### src/rtl/core/rs_systematic_encoder_gf256_macros.svh
// Assertion macros for the RS(GF256) systematic encoder.
// No dependencies; included by the top level only.
`ifndef RS_SYSTEMATIC_ENCODER_GF256_MACROS_SVH
`define RS_SYSTEMATIC_ENCODER_GF256_MACROS_SVH

// same-cycle implication
`define RSENC_ASSERT_NOW(label, clk, rstn, ante, cons) \
    label: assert property (@(posedge clk) disable iff (!(rstn)) (ante) |-> (cons)) \
        else $error("rsenc: same-cycle check failed");

// next-cycle implication
`define RSENC_ASSERT_NEXT(label, clk, rstn, ante, cons) \
    label: assert property (@(posedge clk) disable iff (!(rstn)) (ante) |=> (cons)) \
        else $error("rsenc: next-cycle check failed");

`endif

### src/rtl/core/rsenc_pkg.sv
// Shared types, state encoding and GF(2^8) arithmetic for the RS encoder.
// No dependencies.
package rsenc_pkg;

    localparam logic [8:0] FIELD_POLY = 9'h11D;
    localparam int MAX_PARITY = 32;

    typedef logic [MAX_PARITY:0][7:0] gen_taps_t;

    typedef enum logic {
        ST_DATA,
        ST_PARITY
    } enc_state_t;

    typedef struct packed {
        logic update;
        logic shift;
    } cell_ctl_t;

    typedef struct packed {
        cell_ctl_t chain;
        logic      load_data;
        logic      load_parity;
        logic      last;
    } ctrl_t;

    function automatic logic [7:0] gf_mul(input logic [7:0] a, input logic [7:0] b);
        logic [8:0] x;
        logic [7:0] acc;
        x   = {1'b0, a};
        acc = '0;
        for (int i = 0; i < 8; i++) begin
            if (b[i]) begin
                acc = acc ^ x[7:0];
            end
            x = {x[7:0], 1'b0};
            if (x[8]) begin
                x = x ^ FIELD_POLY;
            end
        end
        return acc;
    endfunction

    // g[j] = coefficient of x^j in prod (x + alpha^i), i = 0..p-1
    function automatic gen_taps_t gen_poly(input int p);
        gen_taps_t  g;
        gen_taps_t  nxt;
        logic [7:0] root;
        g    = '0;
        g[0] = 8'h01;
        root = 8'h01;
        for (int i = 0; i < p; i++) begin
            nxt = '0;
            for (int j = 0; j <= i; j++) begin
                nxt[j]     = nxt[j] ^ gf_mul(g[j], root);
                nxt[j + 1] = nxt[j + 1] ^ g[j];
            end
            g    = nxt;
            root = gf_mul(root, 8'h02);
        end
        return g;
    endfunction

endpackage

### src/rtl/core/rs_systematic_encoder_gf256.sv
// A data byte is registered onto m_ in the cycle after acceptance; parity follows the last data byte.
// Throughput: one data byte per cycle unless m_ready stalls the output; each block then emits PARITY_BYTES
// parity bytes with s_ready low, so a block is DATA_BYTES + PARITY_BYTES bytes long (30 by default).
// Rate is set by the single output register shared by data echo and parity emission.
// Reset (aresetn, synchronous, active low) clears all parity cells, counters and m_valid.
// Depends on rsenc_pkg, rsenc_ctrl, rsenc_cell and the assertion macro header.
`include "rs_systematic_encoder_gf256_macros.svh"
module rs_systematic_encoder_gf256
    import rsenc_pkg::*;
#(
    parameter int DATA_BYTES   = 14,
    parameter int PARITY_BYTES = 16
) (
    input  logic       aclk,
    input  logic       aresetn,
    input  logic       s_valid,
    output logic       s_ready,
    input  logic [7:0] s_data_byte,
    output logic       m_valid,
    input  logic       m_ready,
    output logic [7:0] m_code_byte,
    output logic       m_is_parity,
    output logic       m_block_end
);

    localparam gen_taps_t GEN_TAPS = gen_poly(PARITY_BYTES);

    ctrl_t      ctrl;
    logic       out_free;
    logic [7:0] cell_val [PARITY_BYTES];
    logic [7:0] fb;

    logic       m_valid_reg, m_valid_next;
    logic [7:0] m_code_byte_reg, m_code_byte_next;
    logic       m_is_parity_reg, m_is_parity_next;
    logic       m_block_end_reg, m_block_end_next;

    assign out_free = !m_valid_reg || m_ready;
    assign fb       = s_data_byte ^ cell_val[0];

    rsenc_ctrl #(
        .DATA_BYTES  (DATA_BYTES),
        .PARITY_BYTES(PARITY_BYTES)
    ) u_ctrl (
        .aclk    (aclk),
        .aresetn (aresetn),
        .s_valid (s_valid),
        .out_free(out_free),
        .s_ready (s_ready),
        .ctrl    (ctrl)
    );

    for (genvar k = 0; k < PARITY_BYTES; k++) begin : g_cell
        logic [7:0] from_next;
        if (k == PARITY_BYTES - 1) begin : g_tail
            assign from_next = '0;
        end else begin : g_body
            assign from_next = cell_val[k + 1];
        end
        rsenc_cell #(
            .TAP(GEN_TAPS[k + 1])
        ) u_cell (
            .aclk     (aclk),
            .aresetn  (aresetn),
            .ctl      (ctrl.chain),
            .fb       (fb),
            .from_next(from_next),
            .value    (cell_val[k])
        );
    end

    always_comb begin
        m_valid_next     = m_valid_reg && !m_ready;
        m_code_byte_next = m_code_byte_reg;
        m_is_parity_next = m_is_parity_reg;
        m_block_end_next = m_block_end_reg;
        if (ctrl.load_data) begin
            m_valid_next     = 1'b1;
            m_code_byte_next = s_data_byte;
            m_is_parity_next = 1'b0;
            m_block_end_next = 1'b0;
        end else if (ctrl.load_parity) begin
            m_valid_next     = 1'b1;
            m_code_byte_next = cell_val[0];
            m_is_parity_next = 1'b1;
            m_block_end_next = ctrl.last;
        end
    end

    always_ff @(posedge aclk) begin
        if (!aresetn) begin
            m_valid_reg <= 1'b0;
        end else begin
            m_valid_reg <= m_valid_next;
        end
    end

    always_ff @(posedge aclk) begin
        m_code_byte_reg <= m_code_byte_next;
        m_is_parity_reg <= m_is_parity_next;
        m_block_end_reg <= m_block_end_next;
    end

    assign m_valid     = m_valid_reg;
    assign m_code_byte = m_code_byte_reg;
    assign m_is_parity = m_is_parity_reg;
    assign m_block_end = m_block_end_reg;

    // no input while a non-final parity byte is pending
    `RSENC_ASSERT_NOW(a_no_input_mid_parity, aclk, aresetn, m_valid && m_is_parity && !m_block_end, !s_ready)
    // input only taken when the output register can take its echo
    `RSENC_ASSERT_NOW(a_accept_needs_room, aclk, aresetn, s_valid && s_ready, !m_valid || m_ready)
    // chain drained to zero after the last parity transaction is loaded
    `RSENC_ASSERT_NEXT(a_chain_clear, aclk, aresetn, ctrl.load_parity && ctrl.last, cell_val[0] == 8'h00)

endmodule

### src/rtl/core/rsenc_cell.sv
// One parity LFSR cell: holds one parity byte, constant GF multiplier on feedback.
// Depends on rsenc_pkg.
module rsenc_cell
    import rsenc_pkg::*;
#(
    parameter logic [7:0] TAP = 8'h01
) (
    input  logic      aclk,
    input  logic      aresetn,
    input  cell_ctl_t ctl,
    input  logic [7:0] fb,
    input  logic [7:0] from_next,
    output logic [7:0] value
);

    logic [7:0] value_reg;
    logic [7:0] value_next;

    always_comb begin
        value_next = value_reg;
        if (ctl.update) begin
            value_next = from_next ^ gf_mul(TAP, fb);
        end else if (ctl.shift) begin
            value_next = from_next;
        end
    end

    always_ff @(posedge aclk) begin
        if (!aresetn) begin
            value_reg <= '0;
        end else begin
            value_reg <= value_next;
        end
    end

    assign value = value_reg;

endmodule

### src/rtl/core/rsenc_ctrl.sv
// Block sequencer: data/parity phases, byte and parity counters, cell control.
// Depends on rsenc_pkg.
module rsenc_ctrl
    import rsenc_pkg::*;
#(
    parameter int DATA_BYTES   = 14,
    parameter int PARITY_BYTES = 16
) (
    input  logic  aclk,
    input  logic  aresetn,
    input  logic  s_valid,
    input  logic  out_free,
    output logic  s_ready,
    output ctrl_t ctrl
);

    localparam int BCW = (DATA_BYTES > 1) ? $clog2(DATA_BYTES) : 1;
    localparam int PCW = $clog2(PARITY_BYTES);

    enc_state_t     state_reg, state_next;
    logic [BCW-1:0] byte_cnt_reg, byte_cnt_next;
    logic [PCW-1:0] par_cnt_reg, par_cnt_next;
    logic           accept;
    logic           last_data;
    logic           last_parity;

    assign accept      = s_valid && s_ready;
    assign last_data   = (byte_cnt_reg == BCW'(DATA_BYTES - 1));
    assign last_parity = (par_cnt_reg == PCW'(PARITY_BYTES - 1));

    always_comb begin
        state_next    = state_reg;
        byte_cnt_next = byte_cnt_reg;
        par_cnt_next  = par_cnt_reg;
        case (state_reg)
            ST_DATA: begin
                if (accept) begin
                    if (last_data) begin
                        byte_cnt_next = '0;
                        par_cnt_next  = '0;
                        state_next    = ST_PARITY;
                    end else begin
                        byte_cnt_next = byte_cnt_reg + 1'b1;
                    end
                end
            end
            ST_PARITY: begin
                if (out_free) begin
                    par_cnt_next = par_cnt_reg + 1'b1;
                    if (last_parity) begin
                        state_next = ST_DATA;
                    end
                end
            end
            default: begin
                state_next = ST_DATA;
            end
        endcase
    end

    always_comb begin
        s_ready = 1'b0;
        ctrl    = '0;
        case (state_reg)
            ST_DATA: begin
                s_ready              = out_free;
                ctrl.chain.update    = s_valid && out_free;
                ctrl.load_data       = s_valid && out_free;
            end
            ST_PARITY: begin
                ctrl.chain.shift = out_free;
                ctrl.load_parity = out_free;
                ctrl.last        = last_parity;
            end
            default: begin
                s_ready = 1'b0;
            end
        endcase
    end

    always_ff @(posedge aclk) begin
        if (!aresetn) begin
            state_reg    <= ST_DATA;
            byte_cnt_reg <= '0;
            par_cnt_reg  <= '0;
        end else begin
            state_reg    <= state_next;
            byte_cnt_reg <= byte_cnt_next;
            par_cnt_reg  <= par_cnt_next;
        end
    end

endmodule
### config.mk
export PLATFORM = sky130hd
export DESIGN_NAME = rs_systematic_encoder_gf256
export DESIGN_NICKNAME = d
export VERILOG_FILES = /design/src/rtl/core/rsenc_pkg.sv /design/src/rtl/core/rs_systematic_encoder_gf256.sv /design/src/rtl/core/rsenc_cell.sv /design/src/rtl/core/rsenc_ctrl.sv
export VERILOG_INCLUDE_DIRS = /design/src /design/src/rtl/core
export SDC_FILE = /design/constraint.sdc
export NUM_CORES = 1
export LEC_CHECK = 0
export BUFFER_PORTS_ARGS = -buffer_cell sky130_fd_sc_hd__buf_2
export CAP_MARGIN = 15
export CORE_ASPECT_RATIO = 0.7
export CORE_UTILIZATION = 50
export CTS_BUF_LIST = sky130_fd_sc_hd__clkbuf_4
export DETAILED_ROUTE_END_ITERATION = 12
export PLACE_DENSITY = 0.68
export RECOVER_POWER = 50
export SYNTH_ARGS = -nofsm -noshare
export SYNTH_HDL_FRONTEND = slang
export SYNTH_SLANG_ARGS = --single-unit
### constraint.sdc
create_clock -name aclk -period 6.2 [get_ports aclk]
set_input_delay 1.24 -clock aclk [delete_from_list [all_inputs] [get_ports aclk]]
set_output_delay 1.24 -clock aclk [all_outputs]
set_load 0.005 [all_outputs]
==> results.md <==
* DRT antenna net count at 0
* Fin crit share at 77.0%
* N_diodes at 0
* Final wirelength at about 20000 microns
* Crit-path max FO at 15
* Met3 WL at approximately 1400 microns
* CP startpoint: s_data_byte[6]
* Clock-pin slew on the worst setup and hold paths at roughly 140 ps
* PostCTS Resize Cnt at 0
* Sequential cell area fraction in the yosys report at a little under two fifths
* P_leak at 3.06 nW
* Post-synth top area cell: dfxtp_1
* Synth cell count leaders: 140 x dfxtp_1, 104 x nand2_1, 96 x xnor2_1, 84 x nor2_1, 78 x a21oi_1
* Antenna violations before repair at 0
* Vias per cell at 5.88
* H-tree depth at 4
* Post-synth EDFFs at 8
* First-pass GRT wire length at 32000 microns
* Worst setup EP type: flop
* Slew @ Worst Pin at 2640 ps
* Setup TNS at 0 ps
* FF+latch count, synth at 148
* Share of layout cells above drive strength 1 at 8.62%
* Minimum clock period at about 4800 ps
* 1st-iter DRT viols at slightly below 700
* Yosys warning count at 0
* Worst-Skew Late Latency at about 570 ps
* Predominant post-synthesis flop cell: dfxtp_1
* Cell Pwr Density at 586 nW/um^2
* Async SR Flop Fraction at 0%
* Hold crit path type: flop to flop
* Synthesized instance count at a little over 900
* Total global-route track usage at 24.9%
* PortBufs at 23
* Synth-to-layout area growth at 4.91%
* Failing checks: capacitance limit, slew limit
* Die Area at 16600 sq um
* Outcome: complete, but fails checks
* Die X at 154 microns
* M1 wire length at around 10000 microns
* Util after Layout at 54.1%
* # IOs at 24
* Setup WS post-layout at 1430 ps
* Post-CTS Hold Buffers at 0
* Critical path type: input port to flop
* Vias in the first global route at 5782
* Worst reg2reg setup slack at 1830 ps
* Placer Congestion at roughly 0.80
* DRC viols at 0
* CTS Buffer Depth at 2
* Post-Place Setup Slack at 2040 ps
* Drt wl/cell at 18.0 microns
* Final Hold Viols at 0
* Met2 WL at 8350 microns
* Die Height at roughly 110 microns
* Syn_nets at 931
* Largest net degree at the start of global routing at just under 100
* Gr ovfl total at 0
* Slew Limit Fails at 67
* Post-synth cell types at 50
* Max-cap viol count at 4
* Root Buffer: clkbuf_4
* Mapped Area at 8050 sq um
* Unrepaired setup endpoints after global routing: no
* Nets at 917
* Ranking of synthesized cells by area: dfxtp_1 35%, xnor2_1 10%, a21oi_1 4.8%, nand2_1 4.8%, nor2_1 3.9%
* Final setup violation count at 0
* Top Layer Used: met4
* Row count at 38
* Max FFs per register at 128
* Cts bufs inserted at 17
* Critical Path End: g_cell[3].u_cell.value[2]
* Initial core utilization at about half
* Post-synth top area share at between 30% and 40%
* Hold WS at 477 ps
* Reg2reg start: g_cell[0].u_cell.value[6]
* Pwr Total at a little under 0.005 W
* Max-slew headroom at -77.0%
* Clk_skew at between 20 and 30 ps
* Mean post-synth cell area at roughly 8.8 sq um
* Clk sinks at 148
* Post-DP HPWL at approximately 13000 microns
* Startpoint Class: input port
* Achievable Freq at 209 MHz
* Count leader, synth: dfxtp_1
* Max VDD drop at ~0.00023 V
* Core box area at 15600 sq um
* CP required at 6670 ps
* CTS tree: done
* R2R cell count at 6
* Post-CTS Setup Bufs at 0
* Worst reg2reg endpoint: g_cell[3].u_cell.value[2]
* Initial DRT Pass Iterations at 5
* Arrival time worst endpoint at roughly 5300 ps
* Via Count at 6563
## layout by cell type, fill, tap and decap left out, types with 6 or more instances in the layout
cell      count
clkbuf_1     10
nor2_1       84
nand3_1      14
a21oi_1      78
a31oi_1      26
xor2_1       31
dfxtp_1     140
and3_1       14
nor3_1       16
o21ai_0      45
a311oi_1      7
nand2_1     104
buf_4         6
o31ai_1       8
or3_1        28
buf_2        18
o21a_1       18
xnor3_1      14
xnor2_1      99
edfxtp_1      8
o211ai_1     40
nand2b_1      7
a211oi_1     15
clkbuf_4     17
mux2_2        7
## routing by layer
layer / up-vias / track usage [%]
met5: - / 0
met4: 0 / 6.79
met3: 25 / 4.45
met2: 207 / 36.1
met1: 3122 / 37.6
li1: 3209 / -
## cells by family after synthesis
| group | share of synthesized area [%] |
|---|---|
| and+or+nand+nor | 14.9 |
| AOI/OAI and AO/OA | 20.7 |
| adders and majority gates | 0.155 |
| muxes | 0.979 |
| buffers and inverters | 3.51 |
| DFF | 37.8 |
| xor gates and xnor gates | 21.9 |
## critical path, stage by stage
cell and delay, ps:
clkbuf_1 90, xnor2_1 1960, xnor2_1 830, xnor2_1 490
xnor2_1 140, or3_1 320, a31oi_1 160
## per-stage QoR
stage,std cells,instance area (sq um)
detailed placement,1085,8260
finish,1117,8440
global placement,1085,8260
floorplan,918,8050
global route,1117,8440
CTS,1117,8530
## layout make-up
cell class	count	area, sq um
multi-input combinational	699	4690
tap	200	250
inverter	4	17.5
fill	1475	7150
clock buffer	17	128
clock inverter	15	146
timing repair buffer	34	173
sequential	148	3040
## power breakdown
part	leakage, nW	total (W)	switching (W)	internal [W]
sequential	1.23	0.00144	0.000206	0.00123
combinational	1.68	0.00289	0.00162	0.00127
clock	0.145	0.000615	0.000405	0.000210
total	3.06	0.00495	0.00223	0.00271
## worst min-delay path by stage
stage,start,to,slack (ps),cells after the start
floorplan,g_cell[11].u_cell.value[0],g_cell[10].u_cell.value[0],440,1
global placement,m_is_parity,m_is_parity,450,2
detailed placement,g_cell[11].u_cell.value[0],g_cell[10].u_cell.value[0],450,1
CTS,g_cell[11].u_cell.value[0],g_cell[11].u_cell.value[0],480,2
global route,g_cell[10].u_cell.value[7],g_cell[10].u_cell.value[7],500,2
finish,g_cell[12].u_cell.value[6],g_cell[12].u_cell.value[6],480,2
(Power assumes the default switching activity.)
